--- config.mk ---
export PLATFORM = sky130hd
export DESIGN_NAME = positional_doubly_linked_list_unit
export DESIGN_NICKNAME = d
export VERILOG_FILES = /design/src/rtl/core/pdll_pkg.sv /design/src/rtl/core/pdll_datapath.sv /design/src/rtl/core/pdll_ctrl.sv /design/src/rtl/core/positional_doubly_linked_list_unit.sv
export SDC_FILE = /design/constraint.sdc
export NUM_CORES = 2
export LEC_CHECK = 0
export BUFFER_PORTS_ARGS = -buffer_cell sky130_fd_sc_hd__buf_2
export CAP_MARGIN = 10
export CORE_UTILIZATION = 30
export CTS_CLUSTER_SIZE = 12
export DETAILED_ROUTE_END_ITERATION = 10
export PLACE_DENSITY = 0.44
export RECOVER_POWER = 100
export SYNTH_ARGS = -nofsm -noshare
export SYNTH_HDL_FRONTEND = slang
export SYNTH_SLANG_ARGS = --single-unit
--- constraint.sdc ---
create_clock -name clk_i -period 9.1 [get_ports clk_i]
set_input_delay 0 -clock clk_i [delete_from_list [all_inputs] [get_ports clk_i]]
set_output_delay 0 -clock clk_i [all_outputs]
set_load 0.005 [all_outputs]
--- src/rtl/core/pdll_pkg.sv ---
package pdll_pkg;

  localparam int unsigned DefaultCapacity = 32;

  localparam logic [2:0] FuncInsert  = 3'd0;
  localparam logic [2:0] FuncDelete  = 3'd1;
  localparam logic [2:0] FuncSearch  = 3'd2;
  localparam logic [2:0] FuncReadFwd = 3'd3;
  localparam logic [2:0] FuncReadRev = 3'd4;

  localparam logic [2:0] StOk       = 3'd0;
  localparam logic [2:0] StRange    = 3'd1;
  localparam logic [2:0] StFull     = 3'd2;
  localparam logic [2:0] StEmpty    = 3'd3;
  localparam logic [2:0] StNotFound = 3'd4;

  // Commands from the controller to the datapath.
  typedef struct packed {
    logic       load;      // capture the request and pick the start node
    logic       start_rev; // walk starts at the tail
    logic       rd;        // issue a read of the current node
    logic       step_fwd;  // move to the next node
    logic       step_rev;  // move to the previous node
    logic       link_ins;  // write the new node's links and value
    logic       link_del;  // unlink the current node
    logic       stash;     // park the current search hit
    logic       emit;      // load the output register
    logic [2:0] emit_st;
    logic       emit_elem; // use the element value and walk position
    logic       emit_held; // use the parked search hit
    logic       emit_last;
  } pdll_cmd_t;

  // Status from the datapath to the controller.
  typedef struct packed {
    logic       match;     // current node value equals the search value
    logic       walk_done; // walk position reached the target
    logic       out_busy;  // output register still holds a result
  } pdll_sts_t;

endpackage

--- src/rtl/core/pdll_datapath.sv ---
module pdll_datapath import pdll_pkg::*; #(
  parameter int unsigned Capacity = DefaultCapacity
) (
  input  logic                        clk_i,
  input  logic                        rst_ni,
  input  logic [2:0]                  func_i,
  input  logic [7:0]                  position_i,
  input  logic signed [31:0]          value_i,
  input  pdll_cmd_t                   cmd_i,
  output pdll_sts_t                   sts_o,
  output logic [$clog2(Capacity):0]   count_o,
  input  logic                        out_ready_i,
  output logic                        out_valid_o,
  output logic [2:0]                  status_o,
  output logic [6:0]                  position_res_o,
  output logic signed [31:0]          value_res_o,
  output logic [6:0]                  list_length_o,
  output logic                        last_o
);

  localparam int unsigned IdxW = $clog2(Capacity);
  localparam int unsigned CntW = IdxW + 1;

  logic signed [31:0] val_mem [Capacity];
  logic [IdxW-1:0]    nxt_mem [Capacity];
  logic [IdxW-1:0]    prv_mem [Capacity];

  logic [Capacity-1:0] used_q;
  logic [IdxW-1:0]     head_q, tail_q;
  logic [CntW-1:0]     count_q;
  logic [7:0]          pos_q;
  logic signed [31:0]  key_q;
  logic [2:0]          func_q;
  logic [IdxW-1:0]     cur_q;
  logic [CntW-1:0]     walk_q;
  logic signed [31:0]  rd_val_q;
  logic [IdxW-1:0]     rd_nxt_q, rd_prv_q;
  logic [CntW-1:0]     hold_pos_q;
  logic signed [31:0]  hold_val_q;
  logic                out_valid_q;
  logic [2:0]          st_q;
  logic [6:0]          pres_q, len_q;
  logic signed [31:0]  vres_q;
  logic                last_q;
  logic [IdxW-1:0]     free_idx;

  always_comb begin
    free_idx = '0;
    for (int i = Capacity - 1; i >= 0; i--) begin
      if (!used_q[i]) free_idx = IdxW'(i);
    end
  end

  // Node memory: one read port (registered) and writes of the value and link fields.
  always_ff @(posedge clk_i) begin
    if (cmd_i.rd) begin
      rd_val_q <= val_mem[cur_q];
      rd_nxt_q <= nxt_mem[cur_q];
      rd_prv_q <= prv_mem[cur_q];
    end
    if (cmd_i.link_ins) begin
      val_mem[free_idx] <= key_q;
      if (count_q == '0) begin
      end else if (pos_q == 8'd1) begin
        nxt_mem[free_idx] <= head_q;
        prv_mem[head_q]   <= free_idx;
      end else if (CntW'(pos_q) == count_q + 1'b1) begin
        prv_mem[free_idx] <= tail_q;
        nxt_mem[tail_q]   <= free_idx;
      end else begin
        // cur_q holds the node at pos; rd_prv_q its predecessor.
        nxt_mem[rd_prv_q] <= free_idx;
        prv_mem[free_idx] <= rd_prv_q;
        nxt_mem[free_idx] <= cur_q;
        prv_mem[cur_q]    <= free_idx;
      end
    end
    if (cmd_i.link_del && count_q > CntW'(1) && pos_q != 8'd1 &&
        CntW'(pos_q) != count_q) begin
      nxt_mem[rd_prv_q] <= rd_nxt_q;
      prv_mem[rd_nxt_q] <= rd_prv_q;
    end
  end

  always_ff @(posedge clk_i or negedge rst_ni) begin
    if (!rst_ni) begin
      used_q      <= '0;
      head_q      <= '0;
      tail_q      <= '0;
      count_q     <= '0;
      out_valid_q <= 1'b0;
    end else begin
      if (cmd_i.link_ins) begin
        used_q[free_idx] <= 1'b1;
        count_q <= count_q + 1'b1;
        if (count_q == '0) begin
          head_q <= free_idx;
          tail_q <= free_idx;
        end else if (pos_q == 8'd1) begin
          head_q <= free_idx;
        end else if (CntW'(pos_q) == count_q + 1'b1) begin
          tail_q <= free_idx;
        end
      end
      if (cmd_i.link_del) begin
        used_q[cur_q] <= 1'b0;
        count_q <= count_q - 1'b1;
        if (count_q == CntW'(1)) begin
          head_q <= '0;
          tail_q <= '0;
        end else if (pos_q == 8'd1) begin
          head_q <= rd_nxt_q;
        end else if (CntW'(pos_q) == count_q) begin
          tail_q <= rd_prv_q;
        end
      end
      if (cmd_i.emit) begin
        out_valid_q <= 1'b1;
      end else if (out_ready_i) begin
        out_valid_q <= 1'b0;
      end
    end
  end

  always_ff @(posedge clk_i) begin
    if (cmd_i.load) begin
      func_q <= func_i;
      pos_q  <= position_i;
      key_q  <= value_i;
      cur_q  <= cmd_i.start_rev ? tail_q : head_q;
      walk_q <= cmd_i.start_rev ? count_q : CntW'(1);
    end else if (cmd_i.step_fwd) begin
      cur_q  <= rd_nxt_q;
      walk_q <= walk_q + 1'b1;
    end else if (cmd_i.step_rev) begin
      cur_q  <= rd_prv_q;
      walk_q <= walk_q - 1'b1;
    end
    if (cmd_i.stash) begin
      hold_pos_q <= walk_q;
      hold_val_q <= rd_val_q;
    end
    if (cmd_i.emit) begin
      st_q   <= cmd_i.emit_st;
      last_q <= cmd_i.emit_last;
      // The length register reflects count after this cycle's update.
      len_q  <= 7'(cmd_i.link_ins ? count_q + 1'b1 :
                   cmd_i.link_del ? count_q - 1'b1 : count_q);
      if (cmd_i.emit_st != StOk) begin
        pres_q <= '0;
        vres_q <= '0;
      end else if (cmd_i.emit_held) begin
        pres_q <= 7'(hold_pos_q);
        vres_q <= hold_val_q;
      end else if (cmd_i.emit_elem) begin
        pres_q <= 7'(walk_q);
        vres_q <= rd_val_q;
      end else begin
        pres_q <= 7'(pos_q);
        vres_q <= (func_q == FuncDelete) ? rd_val_q : 32'sd0;
      end
    end
  end

  assign sts_o.match     = (rd_val_q == key_q);
  assign sts_o.walk_done = (func_q == FuncReadRev) ? (walk_q == CntW'(1)) :
                           (func_q == FuncReadFwd || func_q == FuncSearch) ?
                           (walk_q == count_q) : (CntW'(pos_q) == walk_q);
  assign sts_o.out_busy  = out_valid_q && !out_ready_i;
  assign count_o         = count_q;

  assign out_valid_o    = out_valid_q;
  assign status_o       = st_q;
  assign position_res_o = pres_q;
  assign value_res_o    = vres_q;
  assign list_length_o  = len_q;
  assign last_o         = last_q;

endmodule

--- src/rtl/core/pdll_ctrl.sv ---
module pdll_ctrl import pdll_pkg::*; #(
  parameter int unsigned Capacity = DefaultCapacity
) (
  input  logic                      clk_i,
  input  logic                      rst_ni,
  input  logic                      in_valid_i,
  output logic                      in_ready_o,
  input  logic [2:0]                func_i,
  input  logic [7:0]                position_i,
  input  logic [$clog2(Capacity):0] count_i,
  input  pdll_sts_t                 sts_i,
  output pdll_cmd_t                 cmd_o
);

  localparam int unsigned CntW = $clog2(Capacity) + 1;

  localparam logic [2:0] SIdle  = 3'd0;
  localparam logic [2:0] SRead  = 3'd1; // read issued, data next cycle
  localparam logic [2:0] SEval  = 3'd2; // node data valid
  localparam logic [2:0] SFinal = 3'd3; // search over, parked hit or not found

  logic [2:0] state_q, state_d;
  logic [2:0] func_q, func_d;
  logic       hit_q, hit_d;
  logic       out_free;
  logic       pos_ok_ins, pos_ok_del;

  assign out_free   = !sts_i.out_busy;
  assign pos_ok_ins = position_i != 8'd0 && {1'b0, position_i} <= 9'(count_i) + 9'd1;
  assign pos_ok_del = position_i != 8'd0 && {1'b0, position_i} <= 9'(count_i);

  always_comb begin
    state_d    = state_q;
    func_d     = func_q;
    hit_d      = hit_q;
    cmd_o      = '0;
    in_ready_o = 1'b0;
    unique case (state_q)
      SIdle: begin
        in_ready_o = out_free;
        if (in_valid_i && out_free) begin
          func_d    = func_i;
          hit_d     = 1'b0;
          cmd_o.load = 1'b1;
          cmd_o.start_rev = (func_i == FuncReadRev);
          cmd_o.emit_last = 1'b1;
          priority if (func_i == FuncInsert) begin
            if (count_i >= CntW'(Capacity)) begin
              cmd_o.emit = 1'b1; cmd_o.emit_st = StFull;
            end else if (!pos_ok_ins) begin
              cmd_o.emit = 1'b1; cmd_o.emit_st = StRange;
            end else begin
              state_d = SRead;
            end
          end else if (func_i == FuncDelete) begin
            if (count_i == '0) begin
              cmd_o.emit = 1'b1; cmd_o.emit_st = StEmpty;
            end else if (!pos_ok_del) begin
              cmd_o.emit = 1'b1; cmd_o.emit_st = StRange;
            end else begin
              state_d = SRead;
            end
          end else if (func_i == FuncSearch) begin
            if (count_i == '0) begin
              cmd_o.emit = 1'b1; cmd_o.emit_st = StNotFound;
            end else begin
              state_d = SRead;
            end
          end else if (func_i == FuncReadFwd || func_i == FuncReadRev) begin
            if (count_i == '0) begin
              cmd_o.emit = 1'b1; cmd_o.emit_st = StEmpty;
            end else begin
              state_d = SRead;
            end
          end else begin
            // Unused codes: dropped without a result.
          end
        end
      end
      SRead: begin
        cmd_o.rd = 1'b1;
        state_d  = SEval;
      end
      SEval: begin
        if (func_q == FuncInsert || func_q == FuncDelete) begin
          if (!sts_i.walk_done) begin
            cmd_o.step_fwd = 1'b1;
            state_d = SRead;
          end else if (out_free) begin
            cmd_o.link_ins  = (func_q == FuncInsert);
            cmd_o.link_del  = (func_q == FuncDelete);
            cmd_o.emit      = 1'b1;
            cmd_o.emit_st   = StOk;
            cmd_o.emit_last = 1'b1;
            state_d = SIdle;
          end
        end else if (func_q == FuncSearch) begin
          // A hit is parked until the next hit or the end of the walk shows
          // whether it is the final result of the request.
          if (sts_i.match && hit_q) begin
            if (out_free) begin
              cmd_o.emit = 1'b1; cmd_o.emit_st = StOk; cmd_o.emit_held = 1'b1;
              cmd_o.stash = 1'b1;
              if (sts_i.walk_done) begin
                state_d = SFinal;
              end else begin
                cmd_o.step_fwd = 1'b1;
                state_d = SRead;
              end
            end
          end else if (sts_i.match) begin
            hit_d = 1'b1;
            cmd_o.stash = 1'b1;
            if (sts_i.walk_done) begin
              state_d = SFinal;
            end else begin
              cmd_o.step_fwd = 1'b1;
              state_d = SRead;
            end
          end else if (sts_i.walk_done) begin
            state_d = SFinal;
          end else begin
            cmd_o.step_fwd = 1'b1;
            state_d = SRead;
          end
        end else begin
          if (out_free) begin
            cmd_o.emit = 1'b1; cmd_o.emit_st = StOk; cmd_o.emit_elem = 1'b1;
            cmd_o.emit_last = sts_i.walk_done;
            if (sts_i.walk_done) begin
              state_d = SIdle;
            end else begin
              cmd_o.step_fwd = (func_q == FuncReadFwd);
              cmd_o.step_rev = (func_q == FuncReadRev);
              state_d = SRead;
            end
          end
        end
      end
      SFinal: begin
        if (out_free) begin
          cmd_o.emit = 1'b1; cmd_o.emit_last = 1'b1;
          if (hit_q) begin
            cmd_o.emit_st = StOk; cmd_o.emit_held = 1'b1;
          end else begin
            cmd_o.emit_st = StNotFound;
          end
          state_d = SIdle;
        end
      end
      default: state_d = SIdle;
    endcase
  end

  always_ff @(posedge clk_i or negedge rst_ni) begin
    if (!rst_ni) begin
      state_q <= SIdle;
      func_q  <= FuncInsert;
      hit_q   <= 1'b0;
    end else begin
      state_q <= state_d;
      func_q  <= func_d;
      hit_q   <= hit_d;
    end
  end

endmodule

--- src/rtl/core/positional_doubly_linked_list_unit.sv ---
// Bounded doubly linked list of signed 32-bit values in a pool of Capacity
// nodes. A request on the input channel (in_valid_i/in_ready_o) carries
// func_i, position_i and value_i; results leave on the output channel
// (out_valid_o/out_ready_i), last_o marking the final result of a request.
// Insert and delete give one result, search one per matching element or a
// single not-found result, and the read-outs one result per element. A
// search hit is held back until the next hit or the end of the walk shows
// whether it carries last_o.
// Every node visit is a registered memory read (SRead) followed by an
// evaluation (SEval). A failed or unused request ends in the idle state;
// an insert or delete walks up to position p, a read-out visits all n
// elements, and a search visits all n elements and then passes SFinal.
// Requests are taken one at a time; a new one is accepted only in the idle
// state with the output register free or being emptied in that cycle.
// Reset empties the list at once (in-use bits, head, tail and count) and
// drops any pending result. A stalled receiver holds the result register,
// and a walk pauses only where it must emit a result, until that is taken.
module positional_doubly_linked_list_unit import pdll_pkg::*; #(
  parameter int unsigned Capacity = DefaultCapacity
) (
  input  logic               clk_i,
  input  logic               rst_ni,
  input  logic               in_valid_i,
  output logic               in_ready_o,
  input  logic [2:0]         func_i,
  input  logic [7:0]         position_i,
  input  logic signed [31:0] value_i,
  output logic               out_valid_o,
  input  logic               out_ready_i,
  output logic [2:0]         status_o,
  output logic [6:0]         position_res_o,
  output logic signed [31:0] value_res_o,
  output logic [6:0]         list_length_o,
  output logic               last_o
);

  pdll_cmd_t                 cmd;
  pdll_sts_t                 sts;
  logic [$clog2(Capacity):0] count;

  pdll_ctrl #(.Capacity(Capacity)) u_ctrl (
    .clk_i, .rst_ni, .in_valid_i, .in_ready_o, .func_i, .position_i,
    .count_i(count), .sts_i(sts), .cmd_o(cmd)
  );

  pdll_datapath #(.Capacity(Capacity)) u_dp (
    .clk_i, .rst_ni, .func_i, .position_i, .value_i,
    .cmd_i(cmd), .sts_o(sts), .count_o(count), .out_ready_i,
    .out_valid_o, .status_o, .position_res_o, .value_res_o,
    .list_length_o, .last_o
  );

`ifndef SYNTH
  // A request is only taken while no result waits.
  assert property (@(posedge clk_i) disable iff (!rst_ni)
    in_ready_o |-> !(out_valid_o && !out_ready_i))
    else $error("request taken while result stalled");
  // The list never grows past its pool.
  assert property (@(posedge clk_i) disable iff (!rst_ni)
    list_length_o <= 7'(Capacity) || !out_valid_o)
    else $error("length above capacity");
  // Failed operations report no position and carry last_o.
  assert property (@(posedge clk_i) disable iff (!rst_ni)
    (out_valid_o && status_o != StOk) |-> (position_res_o == 7'd0 && last_o))
    else $error("bad failure result");
`endif

endmodule
Word level (Yosys, flattened, before mapping):

Memory sizes are Yosys's and may differ from the RTL's. A register that Yosys moved wholly into a read port is not among the register bits.
Cells that the tools add are included.
W data, S select, Z words.

* register bits after elaboration: 198
* RAM bits: 1344
* input bits: 47
* word-level logic and storage cells: 304
* memories: 3

Memories
* u_dp.val_mem: depth 32, bits a word 32, read ports 1, clocked after memory_dff 1, write ports 1, line pdll_datapath.sv:24 `logic signed [31:0] val_mem [Capacity];`
* u_dp.nxt_mem: depth 32, bits a word 5, read ports 1, clocked after memory_dff 1, write ports 2, line pdll_datapath.sv:25 `logic [IdxW-1:0] nxt_mem [Capacity];`
* u_dp.prv_mem: depth 32, bits a word 5, read ports 1, clocked after memory_dff 1, write ports 2, line pdll_datapath.sv:26 `logic [IdxW-1:0] prv_mem [Capacity];`

* add/sub/neg operators: 7
* order comparisons: 8
* equal/unequal tests: 38
* multiplexer cells: 186
* bitwise gates (word level): 9
* reduce and logical (&&, ||, !) cells: 32

Operators by type and width (number)
* $mux W5: 62
* $mux W32: 5
* $mux W4: 17
* $mux W1: 57
* $mux W3: 18
* $mux W6: 8
* $and A32 B32 Y32: 1
* $eq A32 B32 Y1: 1
* $not A32 Y32: 1
* $or A32 B32 Y32: 1
* $eq A3 B2 Y1 const B: 8
* $eq A6 B6 Y1: 4
* $mux W2: 10
* $reduce_or A5 Y1: 3
* $add A6 B1 Y7 const B: 2
* $mux W7: 2
* $add A6 B1 Y6 const B: 2
* $eq A3 B1 Y1 const B: 4
* $eq A6 B1 Y1 const B: 2
* $lt A5 B6 Y1 const B: 2
* $pmux W3 S4: 1
* $pmux W4 S3: 1
* $sub A6 B1 Y6 const B: 2
* $demux W1 S5: 2
* other kinds (36): 64

Depth between registers and ports, before layout:

* word-level depth: 40
* gate-level depth with buffers: 16
* gate-level depth less buffers: 13

Hierarchy:

A second synthesis with hierarchy kept.

* cell total of the unflattened synthesis: 4218
* area total of the unflattened synthesis: 68381.8 µm²

Modules (own cells, without submodules)
* pdll_datapath: times used 1, cells an instance 4058, area an instance 67222.0 µm², seq. area each 47110.2 µm²
* pdll_ctrl: times used 1, cells an instance 160, area an instance 1159.9 µm², seq. area each 175.2 µm²

Worst setup path after synthesis:

OpenSTA, ideal clock, no wires.

* kind: register to register
* start point: reg u_dp.key_q[27]
* end point: reg u_dp.hold_pos_q[0], enable pin
* library setup time: 0.639 ns
* arrival time: 7.481 ns
* slack: 0.980 ns
* stages on the path, launching flop included: 6
* path buffers: 0
* path through: edfxtp_1 -> xnor2_1 -> nand4_1 -> nor4_1 -> nand3_1 -> a2111oi_0

RTL lines
* from (decl): line pdll_datapath.sv:32 `logic signed [31:0] key_q;`
* from (signal assigned): line pdll_datapath.sv:129 `key_q <= value_i;`
* to (signal assigned): line pdll_datapath.sv:140 `hold_pos_q <= walk_q;`
* to (decl): line pdll_datapath.sv:38 `logic [CntW-1:0] hold_pos_q;`

Final worst setup path:

* start point: reg u_dp.used_q[15]
* end point: mem u_dp.val_mem[25][10], enable pin

* longest elaborated chain between the ends: 16

Ends and longest elaborated chain
* from (decl): line pdll_datapath.sv:28 `logic [Capacity-1:0] used_q;`
* from (signal assigned): line pdll_datapath.sv:87 `used_q <= '0;`
* from (signal, indexed assignment): line pdll_datapath.sv:94 `used_q[free_idx] <= 1'b1;`
* from (signal, indexed assignment): line pdll_datapath.sv:106 `used_q[cur_q] <= 1'b0;`
* $mux W5 (16 in series): line pdll_datapath.sv:50 `if (!used_q[i]) free_idx = IdxW'(i);`
* to (decl): line pdll_datapath.sv:24

No other way between the ends.

==> run metrics <==
largest area contributor in the netlist edfxtp_1; drt drc 0; Port Buffers 98; initial antenna violation count 6; post-DP HPWL 118,000 µm; Max Fclk 0.142 GHz; Comb pwr share 0.040; Synth Instances 3,754; Peak VDD IR 0.176 mV; initial core utilization 0.302; nets 4,051; fin crit period 7.03 ns; CTS buffer count 177; Final setup viols 0; main combinational cell family by area after synthesis multiplexers; relative slew slack -1.79; Synth-to-Final Area Change 15.4%; Place WS 4.08 ns; Clock Latency Late Sink 0.84 ns; Slew Viols, Final 1,402; CP endpoint kind flop; Internal Power 12,100 µW; Critical Path Start Type flop; slew at the pin closest to its max-slew limit 4.19 ns; CP Cell Sequence nand2_1, nor4_1, o31ai_1, o211ai_1, clkbuf_1, nand2_1, nor2_4, clkbuf_1; gp weighted congestion 0.817; outcome finished, violations left; Post-Synth Simple-Gate Area 0.0471; DR iter-0 viols 4,157; Clk pwr share 0.445; clock root buffer clkbuf_16; clk buf depth 3; power density over the cells 202 nW/µm²; Wirelength per Cell 31.4 µm; Seq pwr share 0.515; setup slack after layout 2.07 ns; switching share of total power 0.223; number of synthesized flops with an enable pin 1,528; Hold WS 0.244 ns; Syn Nets 3,822; Hold Crit Class primary input to flop; drt pass-1 iters 6; number of global-route vias before repair 38,300; Core Area 222,000 µm²; Final Hold Vio Count 0; asr flop ratio synth 0.0354; grt ovf 0; layout cells sized above 1 0.183; post-CTS resize count 0; first-pass GRT wire length 310,000 µm; num rows 173; Adder-Cell Fraction of Synth Area 0.00392; WS Path Type flop to flop; P_sw 3480 µW; IO Pins 99; CP arrival 7.45 ns; Synth Flop Type edfxtp_1; Synth Area in Compound Gates 0.0517; Avg Inst Size Synth 17.8 µm²; Die Height 475 µm; H-tree depth 4; post-synthesis xor/xnor area fraction 0.00831; peak fanout along the critical path 40; via count 38,100; Seq/Total Area, Yosys 0.706; CP max stage delay 2.18 ns; synth warn 0; period utilisation layout 0.772; CTS clk-pin slew, worst paths 0.06 ns; RSZ-0062 raised after global routing no; post-synthesis mux area share 0.165; maxcap violations 45; final wirelength 223,000 µm; largest net degree at the start of global routing 120; Layout Skew 0.0464 ns; Synth cell types 80; # clock sinks 1,584; post-synthesis cell area 67,000 µm²; Synth top area share 0.685; die width 475 µm; synthesized flop and latch total 1,584; Util after Layout 0.348; full die area 225,000 µm²; Post-DRT Antenna Nets 0; synth top area cells edfxtp_1 68%, mux4_2 11%, mux2i_1 5.1%; setup TNS 0 ns; critical-path cell with the highest stage delay clkbuf_1; Leak Pwr 0.0239 µW; DR vias/cell 5.37; failing checks max-capacitance violations, max-slew violations; gr usage total 0.196; Critical Path RT 9.52 ns; TritonCTS clock tree done
## cell families after synthesis
family          after synthesis
xor+xnor                     62
fa+ha+maj                    21
other cells                   1
flops                      1584
buf+inv                     305
mux                         681
simple gates                609
compound gates              491
## layout by cell type (no fill, tap or decap), types with 91 or more instances in the layout
| cell | n |
|---|---|
| nor2_1 | 121 |
| dlygate4sd3_1 | 91 |
| nand2_1 | 161 |
| edfxtp_1 | 1528 |
| a21oi_1 | 91 |
| clkbuf_16 | 179 |
| mux4_2 | 336 |
| a22oi_1 | 170 |
| clkbuf_1 | 174 |
| mux2i_1 | 342 |
## timing repair
item	in CTS	in global routing
setup buffers	0	0
hold buffers	91	0
hold endpoints to repair	116	0
## power groups by stage
stage,combinational (µW),clock [µW],sequential [µW]
detailed placement,611,0,8190
CTS,644,7100,8040
global route,671,7370,8050
finish,627,6950,8050
floorplan,351,0,8200
global placement,613,0,8190
## synth_stat cells, types with 9 or more instances
| master | number |
|---|---|
| a211oi_1 | 12 |
| a21oi_1 | 94 |
| a22oi_1 | 170 |
| a2bb2oi_1 | 12 |
| a31oi_1 | 14 |
| and3_1 | 12 |
| buf_1 | 42 |
| buf_2 | 36 |
| clkbuf_1 | 190 |
| dfrtp_1 | 56 |
| edfxtp_1 | 1528 |
| ha_1 | 21 |
| inv_1 | 27 |
| mux2i_1 | 343 |
| mux4_2 | 336 |
| nand2_1 | 161 |
| nand2b_1 | 12 |
| nand3_1 | 66 |
| nand4_1 | 71 |
| nor2_1 | 143 |
| nor2b_1 | 9 |
| nor3_1 | 18 |
| nor3_2 | 31 |
| nor3b_1 | 9 |
| nor4_1 | 22 |
| o211ai_1 | 9 |
| o21a_1 | 9 |
| o21ai_0 | 35 |
| o22ai_1 | 9 |
| o31ai_1 | 61 |
| or3_1 | 14 |
| xnor2_1 | 51 |
| xor2_1 | 10 |
## worst max-delay path: cells and delay by family (launching register included)
kind                   cells  cell delay [ns]
flip-flops                 1             0.42
AO/OA/AOI/OAI              2             0.35
AND/OR/NAND/NOR            4             2.10
buffers and inverters      2             3.70
## layer usage
layer / vias to the layer above / global-route usage / part of all wire
met5: - / 0 / 0.00011
met4: 4 / 0.0480 / 0.021
met3: 286 / 0.0325 / 0.057
met2: 1286 / 0.310 / 0.47
met1: 20700 / 0.280 / 0.45
li1: 15800 / - / -
## state kept, by name (all words and copies together), names as in the netlist, 7 cells and up
signal and count:
u_dp.nxt_mem 160, u_dp.used_q 32, u_dp.position_res_o 7, u_dp.hold_val_q 32, u_dp.value_res_o 32, u_dp.prv_mem 160
u_dp.rd_val_q 32, u_dp.val_mem 1024, u_dp.key_q 32, u_dp.list_length_o 7, u_dp.pos_q 8
## area by class of cell
| cell class | count | area, µm² |
|---|---|---|
| clock buffer | 239 | 4740 |
| multi-input combinational | 1865 | 18600 |
| fill | 21200 | 145000 |
| timing repair buffer | 327 | 2140 |
| sequential | 1584 | 47300 |
| tap | 2975 | 3720 |
| inverter | 28 | 106 |
| antenna | 2 | 5.00 |
| clock inverter | 87 | 777 |
## stage by stage
stage	power (µW)	instances	area, µm²
floorplan	8550	3754	67000
global placement	8810	6687	71600
detailed placement	8800	6687	71600
CTS	15800	7104	78000
global route	16100	7107	77400
finish	15600	7107	77400
## path summary, 6_finish.rpt
check                                       startpoint                        endpoint  slack (ns)  depth (start not counted)
max                          u_dp.used_q[15]$_DFF_PN0_  u_dp.val_mem[25][10]$_DFFE_PP_        2.07                          8
min                                          func_i[0]    u_ctrl.func_q[0]$_DFFE_PN0P_        0.24                          4
max reg2reg                  u_dp.used_q[15]$_DFF_PN0_  u_dp.val_mem[25][10]$_DFFE_PP_        2.07                          8
min reg2reg                u_dp.rd_val_q[20]$_DFFE_PP_   u_dp.hold_val_q[20]$_DFFE_PP_        0.50                          0
max in group asynchronous                       rst_ni       u_dp.used_q[24]$_DFF_PN0_        5.39                          4
min in group asynchronous                       rst_ni    u_dp.out_valid_o$_DFFE_PN0P_        1.58                          4
No activity file was read; power rests on OpenSTA's default activity.
